==> config.mk <==
export PLATFORM = sky130hd
export DESIGN_NAME = fan_level_controller_hysteresis
export DESIGN_NICKNAME = d
export VERILOG_FILES = /design/src/sv/flc_pkg.sv /design/src/sv/fan_level_controller_hysteresis.sv
export SDC_FILE = /design/constraint.sdc
export NUM_CORES = 1
export LEC_CHECK = 0
export BUFFER_PORTS_ARGS = -buffer_cell sky130_fd_sc_hd__clkbuf_2
export CAP_MARGIN = 40
export CORE_MARGIN = 3
export CORE_UTILIZATION = 23
export CTS_BUF_LIST = sky130_fd_sc_hd__clkbuf_16
export DETAILED_ROUTE_END_ITERATION = 12
export PLACE_DENSITY = 0.43
export SETUP_SLACK_MARGIN = 0.2
export SLEW_MARGIN = 20
export SYNTH_ARGS = -nofsm -noshare
export SYNTH_HDL_FRONTEND = slang
export SYNTH_SLANG_ARGS = --single-unit
==> constraint.sdc <==
create_clock -name i_clk -period 18.4 [get_ports i_clk]
set_input_delay 1.84 -clock i_clk [delete_from_list [all_inputs] [get_ports i_clk]]
set_output_delay 1.84 -clock i_clk [all_outputs]
set_load 0.01 [all_outputs]
==> src/sv/flc_pkg.sv <==
// Package for the fan level controller: word types, register indexes,
// policy codes, built-in trip points and the duty table. No dependencies.
package flc_pkg;

    // PWM range in ticks; the duty table below follows from it.
    localparam int unsigned PWM_RANGE = 2078;

    // Input word: one poll tick.
    typedef struct packed {
        logic [9:0] sensor_code;
        logic       sensor_ok;
    } t_in_word;

    // Result word: one per tick.
    typedef struct packed {
        logic [2:0]         cool_level;
        logic [11:0]        duty_ticks;
        logic               level_changed;
        logic signed [19:0] temp_milli;
        logic               temp_ok;
    } t_out_word;

    // Configuration register indexes (byte address is four times the index).
    localparam logic [2:0] REG_POLICY_MODE       = 3'd0;
    localparam logic [2:0] REG_FIXED_LEVEL       = 3'd1;
    localparam logic [2:0] REG_CUSTOM_TRIP_ONE   = 3'd2;
    localparam logic [2:0] REG_CUSTOM_TRIP_TWO   = 3'd3;
    localparam logic [2:0] REG_CUSTOM_TRIP_THREE = 3'd4;
    localparam logic [2:0] REG_CUSTOM_TRIP_FOUR  = 3'd5;
    localparam logic [2:0] REG_OVERRIDE_ENABLE   = 3'd6;
    localparam logic [2:0] REG_OVERRIDE_LEVEL    = 3'd7;

    // Policy modes; the remaining code behaves as auto.
    localparam logic [1:0] MODE_AUTO   = 2'd0;
    localparam logic [1:0] MODE_FIXED  = 2'd1;
    localparam logic [1:0] MODE_CUSTOM = 2'd2;

    // Level limits.
    localparam logic [2:0] LEVEL_MAX  = 3'd4;
    localparam logic [2:0] LEVEL_SAFE = 3'd2;

    // Custom trip sanity limits in whole degrees.
    localparam logic [7:0] TRIP_LOW_C  = 8'd30;
    localparam logic [7:0] TRIP_HIGH_C = 8'd90;

    // Temperature decode and hysteresis, in milli-degrees.
    localparam logic signed [20:0] TEMP_OFFSET = 21'sd450000;
    localparam logic [19:0]        TEMP_SCALE  = 20'd550;
    localparam logic signed [20:0] HYST_MILLI  = 21'sd5000;
    localparam logic [17:0]        MILLI_PER_C = 18'd1000;

    // Built-in trip points, in milli-degrees.
    localparam logic signed [20:0] TRIP_ONE   = 21'sd50000;
    localparam logic signed [20:0] TRIP_TWO   = 21'sd60000;
    localparam logic signed [20:0] TRIP_THREE = 21'sd67500;
    localparam logic signed [20:0] TRIP_FOUR  = 21'sd75000;

    // Rounded duty in ticks for each level, from the duty/255 table.
    localparam int unsigned DUTY_ONE   = (75 * PWM_RANGE + 127) / 255;
    localparam int unsigned DUTY_TWO   = (125 * PWM_RANGE + 127) / 255;
    localparam int unsigned DUTY_THREE = (175 * PWM_RANGE + 127) / 255;
    localparam int unsigned DUTY_FOUR  = (250 * PWM_RANGE + 127) / 255;

    // Duty lookup; levels above four read as level four.
    function automatic logic [11:0] duty_for_level(input logic [2:0] level);
        logic [11:0] duty;
        case (level)
            3'd0:    duty = 12'd0;
            3'd1:    duty = 12'(DUTY_ONE);
            3'd2:    duty = 12'(DUTY_TWO);
            3'd3:    duty = 12'(DUTY_THREE);
            default: duty = 12'(DUTY_FOUR);
        endcase
        return duty;
    endfunction

endpackage

==> src/sv/fan_level_controller_hysteresis.sv <==
// Fan level controller with hysteresis: top level with register file and datapath.
// Depends on flc_pkg for word types, register indexes and constants.
//
// The block takes one temperature word per poll tick and returns one result word
// per tick: the commanded fan level 0..4, its PWM duty in ticks, a level-changed
// flag, the decoded temperature in milli-degrees and the sensor validity. It
// accepts one word every clock cycle while results are taken; an accepted word
// lands in the input register and moves into the result register when that
// register is empty or its result is taken, and the level decision with its
// feedback of the held level sits between them. A stalled result holds the input
// register, so input stalls only follow output stalls. With a valid sensor and no
// override or fixed level, levels rise at once and fall by one per tick once the
// temperature is more than five degrees below the held level's trip. Configuration
// goes through the APB port, register i at byte address 4*i; the user must see
// that it is written only while the block is idle; the block does not enforce it.

module fan_level_controller_hysteresis (
    input  logic               i_clk,
    input  logic               i_rst_n,
    // Input word channel
    input  logic               i_in_valid,
    output logic               o_in_ready,
    input  flc_pkg::t_in_word  i_in_data,
    // Result word channel
    output logic               o_out_valid,
    input  logic               i_out_ready,
    output flc_pkg::t_out_word o_out_data,
    // Configuration port
    input  logic               psel,
    input  logic               penable,
    input  logic               pwrite,
    input  logic [4:0]         paddr,
    input  logic [31:0]        pwdata,
    output logic [31:0]        prdata,
    output logic               pready
);

    import flc_pkg::*;

    // Configuration registers.
    logic [1:0] r_policy_mode;
    logic [2:0] r_fixed_level;
    logic [7:0] r_trip_one;
    logic [7:0] r_trip_two;
    logic [7:0] r_trip_three;
    logic [7:0] r_trip_four;
    logic       r_override_enable;
    logic [2:0] r_override_level;

    // Pipeline and state registers.
    logic      r_in_valid;
    t_in_word  r_in;
    logic      r_out_valid;
    t_out_word r_out;
    logic [2:0] r_cur_level;
    logic       r_known;

    logic       w_cfg_write;
    logic [2:0] w_reg_index;
    logic       w_advance;
    logic       w_take;

    // Configuration write strobe and register index.
    assign pready      = 1'b1;
    assign w_cfg_write = psel && penable && pwrite;
    assign w_reg_index = paddr[4:2];

    always_ff @(posedge i_clk) begin
        if (!i_rst_n) begin
            r_policy_mode     <= MODE_AUTO;
            r_fixed_level     <= 3'd2;
            r_trip_one        <= 8'd50;
            r_trip_two        <= 8'd60;
            r_trip_three      <= 8'd68;
            r_trip_four       <= 8'd75;
            r_override_enable <= 1'b0;
            r_override_level  <= 3'd0;
        end else if (w_cfg_write) begin
            case (w_reg_index)
                REG_POLICY_MODE:       r_policy_mode     <= pwdata[1:0];
                REG_FIXED_LEVEL:       r_fixed_level     <= pwdata[2:0];
                REG_CUSTOM_TRIP_ONE:   r_trip_one        <= pwdata[7:0];
                REG_CUSTOM_TRIP_TWO:   r_trip_two        <= pwdata[7:0];
                REG_CUSTOM_TRIP_THREE: r_trip_three      <= pwdata[7:0];
                REG_CUSTOM_TRIP_FOUR:  r_trip_four       <= pwdata[7:0];
                REG_OVERRIDE_ENABLE:   r_override_enable <= pwdata[0];
                REG_OVERRIDE_LEVEL:    r_override_level  <= pwdata[2:0];
                default: ;
            endcase
        end
    end

    // Register read back.
    always_comb begin
        case (w_reg_index)
            REG_POLICY_MODE:       prdata = {30'd0, r_policy_mode};
            REG_FIXED_LEVEL:       prdata = {29'd0, r_fixed_level};
            REG_CUSTOM_TRIP_ONE:   prdata = {24'd0, r_trip_one};
            REG_CUSTOM_TRIP_TWO:   prdata = {24'd0, r_trip_two};
            REG_CUSTOM_TRIP_THREE: prdata = {24'd0, r_trip_three};
            REG_CUSTOM_TRIP_FOUR:  prdata = {24'd0, r_trip_four};
            REG_OVERRIDE_ENABLE:   prdata = {31'd0, r_override_enable};
            REG_OVERRIDE_LEVEL:    prdata = {29'd0, r_override_level};
            default:               prdata = 32'd0;
        endcase
    end

    // Handshake: the result register moves when empty or taken, the input
    // register when empty or when its word moves on.
    assign w_advance  = !r_out_valid || i_out_ready;
    assign o_in_ready = !r_in_valid || w_advance;
    assign w_take     = r_in_valid && w_advance;

    always_ff @(posedge i_clk) begin
        if (!i_rst_n) begin
            r_in_valid <= 1'b0;
        end else if (o_in_ready) begin
            r_in_valid <= i_in_valid;
        end
    end

    always_ff @(posedge i_clk) begin
        if (o_in_ready && i_in_valid) begin
            r_in <= i_in_data;
        end
    end

    // Temperature decode.
    logic [19:0]        w_prod;
    logic signed [20:0] w_milli;

    assign w_prod  = 20'(r_in.sensor_code) * TEMP_SCALE;
    assign w_milli = r_in.sensor_ok ? (TEMP_OFFSET - $signed({1'b0, w_prod})) : 21'sd0;

    // Custom trips are used only when the mode asks for them and they are sane.
    logic w_custom;

    assign w_custom = (r_policy_mode == MODE_CUSTOM)
                   && (r_trip_one >= TRIP_LOW_C) && (r_trip_four <= TRIP_HIGH_C)
                   && (r_trip_one < r_trip_two) && (r_trip_two < r_trip_three)
                   && (r_trip_three < r_trip_four);

    // Trip points in milli-degrees.
    logic [17:0]        w_c1, w_c2, w_c3, w_c4;
    logic signed [20:0] w_t1, w_t2, w_t3, w_t4;

    assign w_c1 = 18'(r_trip_one) * MILLI_PER_C;
    assign w_c2 = 18'(r_trip_two) * MILLI_PER_C;
    assign w_c3 = 18'(r_trip_three) * MILLI_PER_C;
    assign w_c4 = 18'(r_trip_four) * MILLI_PER_C;

    assign w_t1 = w_custom ? $signed({3'd0, w_c1}) : TRIP_ONE;
    assign w_t2 = w_custom ? $signed({3'd0, w_c2}) : TRIP_TWO;
    assign w_t3 = w_custom ? $signed({3'd0, w_c3}) : TRIP_THREE;
    assign w_t4 = w_custom ? $signed({3'd0, w_c4}) : TRIP_FOUR;

    // Trip of the held level, for the hysteresis test.
    logic signed [20:0] w_hold_trip;

    always_comb begin
        case (r_cur_level)
            3'd1:    w_hold_trip = w_t1;
            3'd2:    w_hold_trip = w_t2;
            3'd3:    w_hold_trip = w_t3;
            default: w_hold_trip = w_t4;
        endcase
    end

    // Level choice: override, fixed, invalid sensor floor, then the trip curve.
    logic [2:0] w_curve;
    logic [2:0] n_level;
    logic       n_changed;

    always_comb begin
        if (w_milli >= w_t4) begin
            w_curve = 3'd4;
        end else if (w_milli >= w_t3) begin
            w_curve = 3'd3;
        end else if (w_milli >= w_t2) begin
            w_curve = 3'd2;
        end else if (w_milli >= w_t1) begin
            w_curve = 3'd1;
        end else begin
            w_curve = 3'd0;
        end

        n_level = r_cur_level;
        if (r_override_enable) begin
            n_level = (r_override_level > LEVEL_MAX) ? LEVEL_MAX : r_override_level;
        end else if (r_policy_mode == MODE_FIXED) begin
            n_level = (r_fixed_level > LEVEL_MAX) ? LEVEL_SAFE : r_fixed_level;
        end else if (!r_in.sensor_ok) begin
            if (!r_known || r_cur_level < LEVEL_SAFE) begin
                n_level = LEVEL_SAFE;
            end
        end else if (r_known && w_curve < r_cur_level) begin
            // Fall one step only once the temperature is well below the held trip.
            if (w_milli >= w_hold_trip - HYST_MILLI) begin
                n_level = r_cur_level;
            end else begin
                n_level = r_cur_level - 3'd1;
            end
        end else begin
            n_level = w_curve;
        end

        n_changed = !r_known || (n_level != r_cur_level);
    end

    // Held level and result register.
    always_ff @(posedge i_clk) begin
        if (!i_rst_n) begin
            r_cur_level <= 3'd0;
            r_known     <= 1'b0;
            r_out_valid <= 1'b0;
        end else begin
            if (w_advance) begin
                r_out_valid <= r_in_valid;
            end
            if (w_take) begin
                r_cur_level <= n_level;
                r_known     <= 1'b1;
            end
        end
    end

    always_ff @(posedge i_clk) begin
        if (w_take) begin
            r_out.cool_level    <= n_level;
            r_out.duty_ticks    <= duty_for_level(n_level);
            r_out.level_changed <= n_changed;
            r_out.temp_milli    <= w_milli[19:0];
            r_out.temp_ok       <= r_in.sensor_ok;
        end
    end

    assign o_out_valid = r_out_valid;
    assign o_out_data  = r_out;

    // The held level never leaves the legal range.
    a_level_range: assert property (@(posedge i_clk) disable iff (!i_rst_n)
        r_cur_level <= LEVEL_MAX)
        else $error("held fan level out of range");

    // A waiting result implies a level has been commanded.
    a_known_with_result: assert property (@(posedge i_clk) disable iff (!i_rst_n)
        r_out_valid |-> r_known)
        else $error("result pending with no level known");

    // The shown result always reports the held level.
    a_out_matches_state: assert property (@(posedge i_clk) disable iff (!i_rst_n)
        r_out_valid |-> (r_out.cool_level == r_cur_level))
        else $error("result level differs from held level");

    // A stalled result freezes the held level.
    a_stall_holds_state: assert property (@(posedge i_clk) disable iff (!i_rst_n)
        (r_out_valid && !i_out_ready) |=> $stable(r_cur_level))
        else $error("held level moved during output stall");

endmodule
**Word level (Yosys, flattened, before mapping)**

Cells that the tools add are included.

- Add/sub/neg operators: 3
- Multiply operators: 5
- Div/mod/pow operators: 0
- Order comparisons: 14
- Eq/ne operators: 16
- Shift-type cells: 0
- Multiplexer cells: 20
- Bitwise gates (word level): 0
- Reduce and logical (&&, ||, !) cells: 27

Operators by type and width:

| kind | count |
|---|---|
| 32-bit case mux with 8 select lines | 1 |
| 21-bit by 19-bit greater-or-equal comparator with 1-bit output | 4 |
| 18-bit two-way mux | 4 |
| 8-bit by 7-bit multiplier with 15-bit output (second input constant) | 4 |
| 18-bit case mux with 3 select lines | 1 |
| 11-bit case mux with 4 select lines | 1 |
| 3-bit two-way mux | 9 |
| 8-bit < comparator | 3 |
| 21-bit greater-or-equal comparator | 1 |
| 21-bit two-way mux | 1 |
| 19-bit by 20-bit subtractor with 21-bit output (first input constant) | 1 |
| 21-bit by 14-bit subtractor with 21-bit output (second input constant) | 1 |
| 10-bit by 9-bit multiplier with 19-bit output (second input constant) | 1 |
| 3-bit by 2-bit == test with 1-bit output (second input constant) | 6 |
| 2-bit AND reduction | 8 |
| 3-bit == test (second input constant) | 4 |
| 1-bit logical AND | 10 |
| 3-bit by 1-bit == test with 1-bit output (second input constant) | 3 |
| 8-bit by 5-bit greater-or-equal comparator with 1-bit output (second input constant) | 1 |
| 8-bit by 7-bit <= comparator with 1-bit output (second input constant) | 1 |
| 3-bit > comparator (second input constant) | 2 |
| 3-bit zero test | 2 |
| 1-bit logical OR | 4 |
| 2-bit two-way mux | 2 |
| other kinds (8) | 10 |

- Register bits after elaboration: 95
- Latch bits: 0
- RAM bits: 0
- Memory bits (read-only): 0
- Output and inout port bits: 72
- Word-level logic and storage cells: 104
- Memories kept: 0

**Depth between registers and ports, before layout**

Gate-level depths: netlist of the first run.

- Depth after elaboration: 20
- Gate-level depth with buffers: 40
- Depth with buffers taken out: 39

**Worst setup path before layout of the first run**

OpenSTA, ideal clock, no wires.

- Path type: register -> register
- From: register r_in[10] in the netlist's numbering
- To: register r_out (netlist bit o_out_data[31]) (data pin)
- Library setup time: 260 ps
- Arrival: 7400 ps
- Required time: 18140 ps
- Path slack: 10740 ps
- Cell stages (with the launch flop): 35
- Path buffers: 1
- Clock period less this slack: 7660 ps
- Cell sequence: edfxtp_1 > ha_1 > inv_1 > ha_1 > inv_1 > fa_1 > fa_1 > inv_1 > ha_1 > buf_2 > or4_1 > o2111ai_1 > nand4b_1 > nor2_1 > o21ai_0 > xnor2_1 > nor2_1 > ha_1 > a21o_1 > a21oi_1 > nand2_1 > o31ai_1 > and2_1 > a311oi_2 > nor2b_1 > nor2_1 > ha_1 > a211oi_1 > nand2_1 > a211oi_1 > o31ai_1 > o211ai_1 > nor3_1 > o21a_2 > mux2_4

- Longest elaborated chain between the ends: 16
- Elaborated cells on any way between the ends: 24
- Those cells by class: add/sub (1); mul (1); order compare (6); eq/ne (3); mux (11); reduce/logical (2)

RTL lines:

| item | line | text |
|---|---|---|
| start: declaration | fan_level_controller_hysteresis.sv:52 | `t_in_word r_in;` |
| start signal: assignment | fan_level_controller_hysteresis.sv:124 | `r_in <= i_in_data;` |
| 10-bit by 9-bit multiplier with 19-bit output * | fan_level_controller_hysteresis.sv:132 | `assign w_prod = 20'(r_in.sensor_code) * TEMP_SCALE;` |
| 19-bit by 20-bit subtractor with 21-bit output * | fan_level_controller_hysteresis.sv:133 | `assign w_milli = r_in.sensor_ok ? (TEMP_OFFSET - $signed({1'b0, w_prod})) : 21'sd0;` |
| 21-bit two-way mux * | fan_level_controller_hysteresis.sv:133 |  |
| named net w_milli[15] | fan_level_controller_hysteresis.sv:130 | `logic signed [20:0] w_milli;` |
| 21-bit by 19-bit greater-or-equal comparator with 1-bit output | fan_level_controller_hysteresis.sv:181 | `end else if (w_milli >= w_t1) begin` |
| 1-bit two-way mux | fan_level_controller_hysteresis.sv:181 |  |
| 2-bit two-way mux | fan_level_controller_hysteresis.sv:179 | `end else if (w_milli >= w_t2) begin` |
| 2-bit two-way mux | fan_level_controller_hysteresis.sv:177 | `end else if (w_milli >= w_t3) begin` |
| 3-bit two-way mux | fan_level_controller_hysteresis.sv:175 | `if (w_milli >= w_t4) begin` |
| 3-bit < comparator | fan_level_controller_hysteresis.sv:196 | `end else if (r_known && w_curve < r_cur_level) begin` |
| 1-bit logical AND | fan_level_controller_hysteresis.sv:196 |  |
| 3-bit two-way mux * | fan_level_controller_hysteresis.sv:196 |  |
| 3-bit two-way mux * | fan_level_controller_hysteresis.sv:192 | `end else if (!r_in.sensor_ok) begin` |
| 3-bit two-way mux * | fan_level_controller_hysteresis.sv:190 | `end else if (r_policy_mode == MODE_FIXED) begin` |
| 3-bit two-way mux * | fan_level_controller_hysteresis.sv:188 | `if (r_override_enable) begin` |
| 3-bit by 2-bit == test with 1-bit output (tied with other cells) | flc_pkg.sv:67 | `case (level)` |
| 11-bit case mux with 4 select lines * | flc_pkg.sv:67 |  |
| end: declaration | fan_level_controller_hysteresis.sv:54 | `t_out_word r_out;` |

The timed path passes the listed nets; every way through them passes the cells marked *.
A chain may end at the register's enable or synchronous reset.

**Worst setup path in the final report of the first run**

- From: register r_in[5] in the netlist's numbering
- To: register r_out (netlist bit o_out_data[31]) (data pin)

Same word-level chain as after synthesis.

==> metrics.txt, run 1 <==
number of synthesized flops with an enable pin a little over 40; RSZ-0062 raised after global routing false; status finished clean; vias in the first global route ~12000; Layout area overhead 11.5%; relative slew slack 0.433; critical path peak fanout 8; Worst setup EP type register; root buf cell clkbuf_16; Logic pwr share 0.660; Sequential Power Share 0.190; Placer Congestion 0.851; Cells after DPL around 2600; Peak VDD IR ~0.05 mV; die span in y 260 µm; Core Footprint between 0.06 and 0.07 mm²; Crit-path slowest cell nor4b_1; Port Buffer Count 73; Num CTS Buffers 9; DP HPWL between 30000 and 40000 µm; cts repair resizes 0; WL final 45400 µm; Die Wd 260 µm; layout cells sized above 1 0.0826; mean post-synth cell area 8.78 µm²; # DRC 0; non-filler cells in the finished layout between 2000 and 3000; PwrDens approximately 78 mW/mm²; Starting Density 0.234; DRT Pass-1 Iters 7; crit-path max cell delay approximately 0.74 ns; Setup violations, final 0; Clock transition at path regs approximately 0.070 ns; Least-Margin Pin Slew 0.838 ns; CP Buf/Inv Count 0; post-layout net count between 2000 and 2500; Seq cells post-synth 88; Congestion Overflow GR 0; Critical Path Most Common Cell nor2_1; YS warnings 0; cts hold-fix bufs 0; Mapped Area between 0.01 and 0.015 mm²; WL per Instance ~17 µm; global-route wire length before repair between 70000 and 80000 µm; kind of critical path register to register; Starting DRT DRC Count 639; asr flop ratio synth 0; cell-internal power 0.668 mW; H-tree depth 3; commonest non-fill, non-tap cell in the layout ha_1; hold crit path type register to register; initial antenna violation count 1; cell family with most CP delay simple AND/OR/NAND/NOR gates; Final Max Slew Viols 0; ys flop type dfxtp_1; final hold violations 0; most frequent cells in the layout ha_1 (316), inv_1 (213), nand2_1 (127), nor2_1 (112), fa_1 (96); CTS Buffer Depth 2; die area roughly 0.068 mm²; drt via density around 4.6; clk sink count 88; P_sw about 0.61 mW; clock latency on the worst-skew pair approximately 0.39 ns; FP Rows approximately 90; Critical Path Start Type register; Sw Ratio 0.479; Setup Skew 0.0121 ns; via count around 12000; total power roughly 1.3 mW; post-route minimum period 9.51 ns; largest net degree at the start of global routing 46; Netlist cell types a little over 80; max cap viols 0; setup TNS 0 ns; Post-Synthesis Cells approximately 1700; IO Pins around 130; leakage power roughly 7.6 nW; Worst EP required around 19 ns; postcts setup bufs 0; WP data arrival slightly below 10 ns; clock power share 0.150; Final ANT Viol Nets 0; period utilisation layout 0.517; Total GRT Usage 0.135; Highest Clock Rate 0.105 GHz; register area share after synthesis 0.146; CTS tree yes
## metrics by stage
stage	utilization	setup slack [ns]	hold WS (ns)	cell area, µm²
3_5_place_dp	0.256	8.88	0.522	16200
4_1_cts	0.261	8.83	0.543	16500
6_report	0.261	8.89	0.540	16500
2_1_floorplan	-	10.74	0.471	14900
5_1_grt	0.261	8.07	0.582	16500
3_3_place_gp	0.255	8.63	0.502	16200
## final timing paths
kind | startpoint | end | slack [ns] | depth (start not counted)
setup reg to reg | r_in[5]$_DFFE_PP_ | o_out_data[31]$_DFFE_PP_ | 8.89 | 31
hold / removal | r_in_valid$_SDFFE_PN0N_ | o_out_valid$_SDFFE_PN0P_ | 0.54 | 1
setup / recovery | r_in[5]$_DFFE_PP_ | o_out_data[31]$_DFFE_PP_ | 8.89 | 31
hold reg to reg | r_in_valid$_SDFFE_PN0N_ | o_out_valid$_SDFFE_PN0P_ | 0.54 | 1
## synth_stat cells (all sizes together), types with 8 or more instances
library cell / n / area share
ha: 316 / 0.27
inv: 213 / 0.054
nand2: 127 / 0.032
nor2: 113 / 0.029
fa: 96 / 0.13
a21oi: 90 / 0.030
o21ai: 58 / 0.020
xnor2: 55 / 0.032
dfxtp: 47 / 0.063
a21o: 45 / 0.023
edfxtp: 41 / 0.083
buf: 39 / 0.019
nor2b: 37 / 0.016
mux2i: 33 / 0.022
clkbuf: 29 / 0.0073
xor2: 28 / 0.017
nor3: 27 / 0.0094
nand4: 26 / 0.011
nand3: 20 / 0.0067
o211ai: 20 / 0.010
o21a: 18 / 0.0092
a21boi: 17 / 0.0086
a22oi: 16 / 0.0081
nand2b: 16 / 0.0067
o22ai: 16 / 0.0072
a211oi: 12 / 0.0067
a31oi: 12 / 0.0051
o31ai: 11 / 0.0056
or3: 8 / 0.0037
## power by group through the flow
stage / clock network [mW] / registers (mW) / logic (mW)
floorplan: 0 / 0.248 / 0.598
global placement: 0 / 0.250 / 0.828
detailed placement: 0 / 0.250 / 0.842
CTS: 0.199 / 0.245 / 0.851
global route: 0.207 / 0.246 / 0.952
finish: 0.192 / 0.244 / 0.846
## flip-flops by register name, indices dropped and copies added (netlist names)
signal             flops
r_fixed_level          3
r_override_level       3
r_trip_four            8
r_trip_three           8
r_known                1
o_out_valid            1
r_in_valid             1
r_override_enable      1
o_out_data            30
r_cur_level            3
r_in                  11
r_trip_two             8
r_policy_mode          2
r_trip_one             8
## layer usage
layer  up-vias  GRT usage  part of all wire
met3        30     0.0185             0.031
met2       211      0.227              0.48
met1      5892      0.182              0.47
li1       6015          -                 -
met4         0     0.0333             0.017
met5         -          0                 0
## area by class of cell
type | instances | area (µm²)
Fill cell | 6826 | 46900
Multi-Input combinational cell | 1345 | 11600
Sequential cell | 88 | 2170
Tap cell | 846 | 1060
Inverter | 214 | 803
Timing Repair Buffer | 105 | 631
Clock buffer | 9 | 225
Clock inverter | 7 | 72.6
Antenna cell | 1 | 2.50
## cells by family (layout without fill, tap and decap cells)
logic type	after synthesis	count (layout)	share of synthesized area
flip-flops	88	88	0.146
AND/OR/NAND/NOR	419	419	0.136
adder cells (fa/ha/maj)	412	412	0.396
buffers and inverters	282	335	0.0801
AO/OA/AOI/OAI	369	369	0.167
XOR/XNOR	83	83	0.0490
other	2	28	0.000506
multiplexers	35	35	0.0248
Note: power is estimated with default switching activity, not from simulation.
==> run 2: changes to the inputs <==
--- a/config.mk
+++ b/config.mk
@@ -11,7 +11,7 @@
 export CORE_UTILIZATION = 23
 export CTS_BUF_LIST = sky130_fd_sc_hd__clkbuf_16
 export DETAILED_ROUTE_END_ITERATION = 12
-export PLACE_DENSITY = 0.43
+export PLACE_DENSITY = 0.44
 export SETUP_SLACK_MARGIN = 0.2
 export SLEW_MARGIN = 20
 export SYNTH_ARGS = -nofsm -noshare
==> constraint.sdc (replaced) <==
create_clock -name i_clk -period 7.9 [get_ports i_clk]
set_input_delay 0.79 -clock i_clk [delete_from_list [all_inputs] [get_ports i_clk]]
set_output_delay 0.79 -clock i_clk [all_outputs]
set_load 0.01 [all_outputs]
==> metrics.txt, run 2 (synthesis gave the netlist of run 1 again) <==
layout cells sized above 1 0.275; FF+latch area 0.00220 mm²; post-route minimum period 7.62 ns; critical path peak fanout 5; max cap viols 0; kind of critical path register to register; final worst slack 0.277 ns; vias in the first global route about 13000; FP Rows 92; leakage power 8.86 nW; RR Endpoint o_out_data[31]$_DFFE_PP_; Crit-path slowest cell fa_1; Die Wd between 200 and 300 µm; RSZ-0062 raised after global routing true; via count between 10000 and 15000; largest net degree at the start of global routing 37; WL final 49400 µm; die span in y ~260 µm; post-layout net count about 2400; setup TNS 0 ns; Clock transition at path regs approximately 0.070 ns; drt via density ~4.6; hold crit path type register to register; global-route wire length before repair 75100 µm; reg-to-reg slack, setup ~0.28 ns; most frequent cells in the layout ha_1 (288), buf_4 (232), inv_1 (204), nand2_1 (122); PwrDens 201 mW/mm²; Starting Density 0.234; Setup Skew ~0.011 ns; Total GRT Usage 0.143; clock latency on the worst-skew pair 0.39 ns; Least-Margin Pin Slew 0.823 ns; Worst EP required slightly above 8 ns; WL per Instance 17.5 µm; # DRC 0; Num CTS Buffers 9; IO Pins about 130; pre-CTS setup slack -0.372 ns; status finished clean; WHS Path Cells 1; number of flip-flops in the largest register 30; Congestion Overflow GR 0; WP data arrival a little under 8 ns; Layout area overhead 30.4%; root buf cell clkbuf_16; Port Buffer Count 73; area of the multi-input gates around 0.013 mm²; WHS Endpoint o_out_valid$_SDFFE_PN0P_; Highest Clock Rate around 0.13 GHz; worst r2r path cells 37; Peak VDD IR between 0.1 and 0.15 mV; final hold violations 0; Placer Congestion 0.876; CTS Buffer Depth 2; relative slew slack 0.451; Fin Hold WS between 0.5 and 0.6 ns; antenna cells 0; commonest non-fill, non-tap cell in the layout ha_1; initial antenna violation count 1; CTS tree yes; die area just under 0.07 mm²; period utilisation layout 0.965; Starting DRT DRC Count roughly 600; Core Footprint 0.0634 mm²; Setup violations, final 0; Hold Path Origin r_in_valid$_SDFFE_PN0N_; reg-to-reg startpoint r_in[10]$_DFFE_PP_; Final ANT Viol Nets 0; Layout fillers approximately 6700; crit-path max cell delay 0.56 ns; Final Max Slew Viols 0; cell area after layout approximately 0.019 mm²; Worst setup EP type register; DP HPWL ~41000 µm; clk sink count 88; Critical Path Start Type register; H-tree depth 3; Post-DP Area roughly 0.018 mm²; DRT Pass-1 Iters 5
run 2: worst max-delay path by stage:
stage                                 startpoint                  endpoint  slack, ns  cells past startpoint
global placement    r_trip_three[1]$_SDFFE_PN0P_  o_out_data[21]$_DFFE_PP_      -0.25                     35
CTS                            r_in[9]$_DFFE_PP_  o_out_data[21]$_DFFE_PP_       0.18                     38
finish                        r_in[10]$_DFFE_PP_  o_out_data[31]$_DFFE_PP_       0.28                     37
detailed placement  r_trip_three[1]$_SDFFE_PN0P_  o_out_data[21]$_DFFE_PP_      -0.37                     34
global route                   r_in[9]$_DFFE_PP_  o_out_data[31]$_DFFE_PP_      -0.12                     38
floorplan                     r_in[10]$_DFFE_PP_  o_out_data[31]$_DFFE_PP_       0.24                     34
run 2: worst max-delay path, delay by kind of cell, from the launching register on:
kind | cells | cell delay, ns
fa+ha+maj | 7 | 2.35
flops | 1 | 0.42
simple gates | 12 | 2.07
mux | 1 | 0.30
xor+xnor | 1 | 0.12
buf+inv | 7 | 0.74
compound gates | 9 | 1.38
run 2: layout make-up:
class / instances / share of cell area
multi-input cells: 1345 / 0.659
clock buffers: 9 / 0.0116
inverters: 214 / 0.0417
well taps: 846 / 0.0547
flip-flops and latches: 88 / 0.114
repair buffers: 318 / 0.117
clock inverters: 7 / 0.00246
run 2: layer usage:
metal / up-vias / global-route usage / part of all wire
met5: - / 0 / 0
met4: 0 / 0.0400 / 0.023
met3: 49 / 0.0195 / 0.029
met2: 228 / 0.239 / 0.47
met1: 6386 / 0.192 / 0.47
li1: 6439 / - / -
run 2: power breakdown:
| group | switching [mW] | leakage, nW | internal [mW] | total (mW) |
|---|---|---|---|---|
| Sequential | 0.0245 | 0.771 | 0.536 | 0.560 |
| Clock | 0.220 | 0.134 | 0.214 | 0.434 |
| Combinational | 1.53 | 7.96 | 1.37 | 2.90 |
run 2: per-stage QoR:
stage / std cells / total power [mW] / util
after floorplan: 1715 / 1.97 / -
after global placement: 2777 / 2.86 / 0.277
after detailed placement: 2781 / 2.90 / 0.278
after CTS: 2810 / 3.56 / 0.291
after global routing: 2827 / 4.21 / 0.305
final: 2827 / 3.90 / 0.305
run 2: repair_timing:
| item | CTS | global route |
|---|---|---|
| gates resized for setup | 98 | 158 |
| cloned | 0 | 0 |
| setup buffers | 13 | 17 |
| endpoints found under the setup margin | 13 | 13 |
| hold buffers | 0 | 0 |
| pin swaps | 51 | 82 |
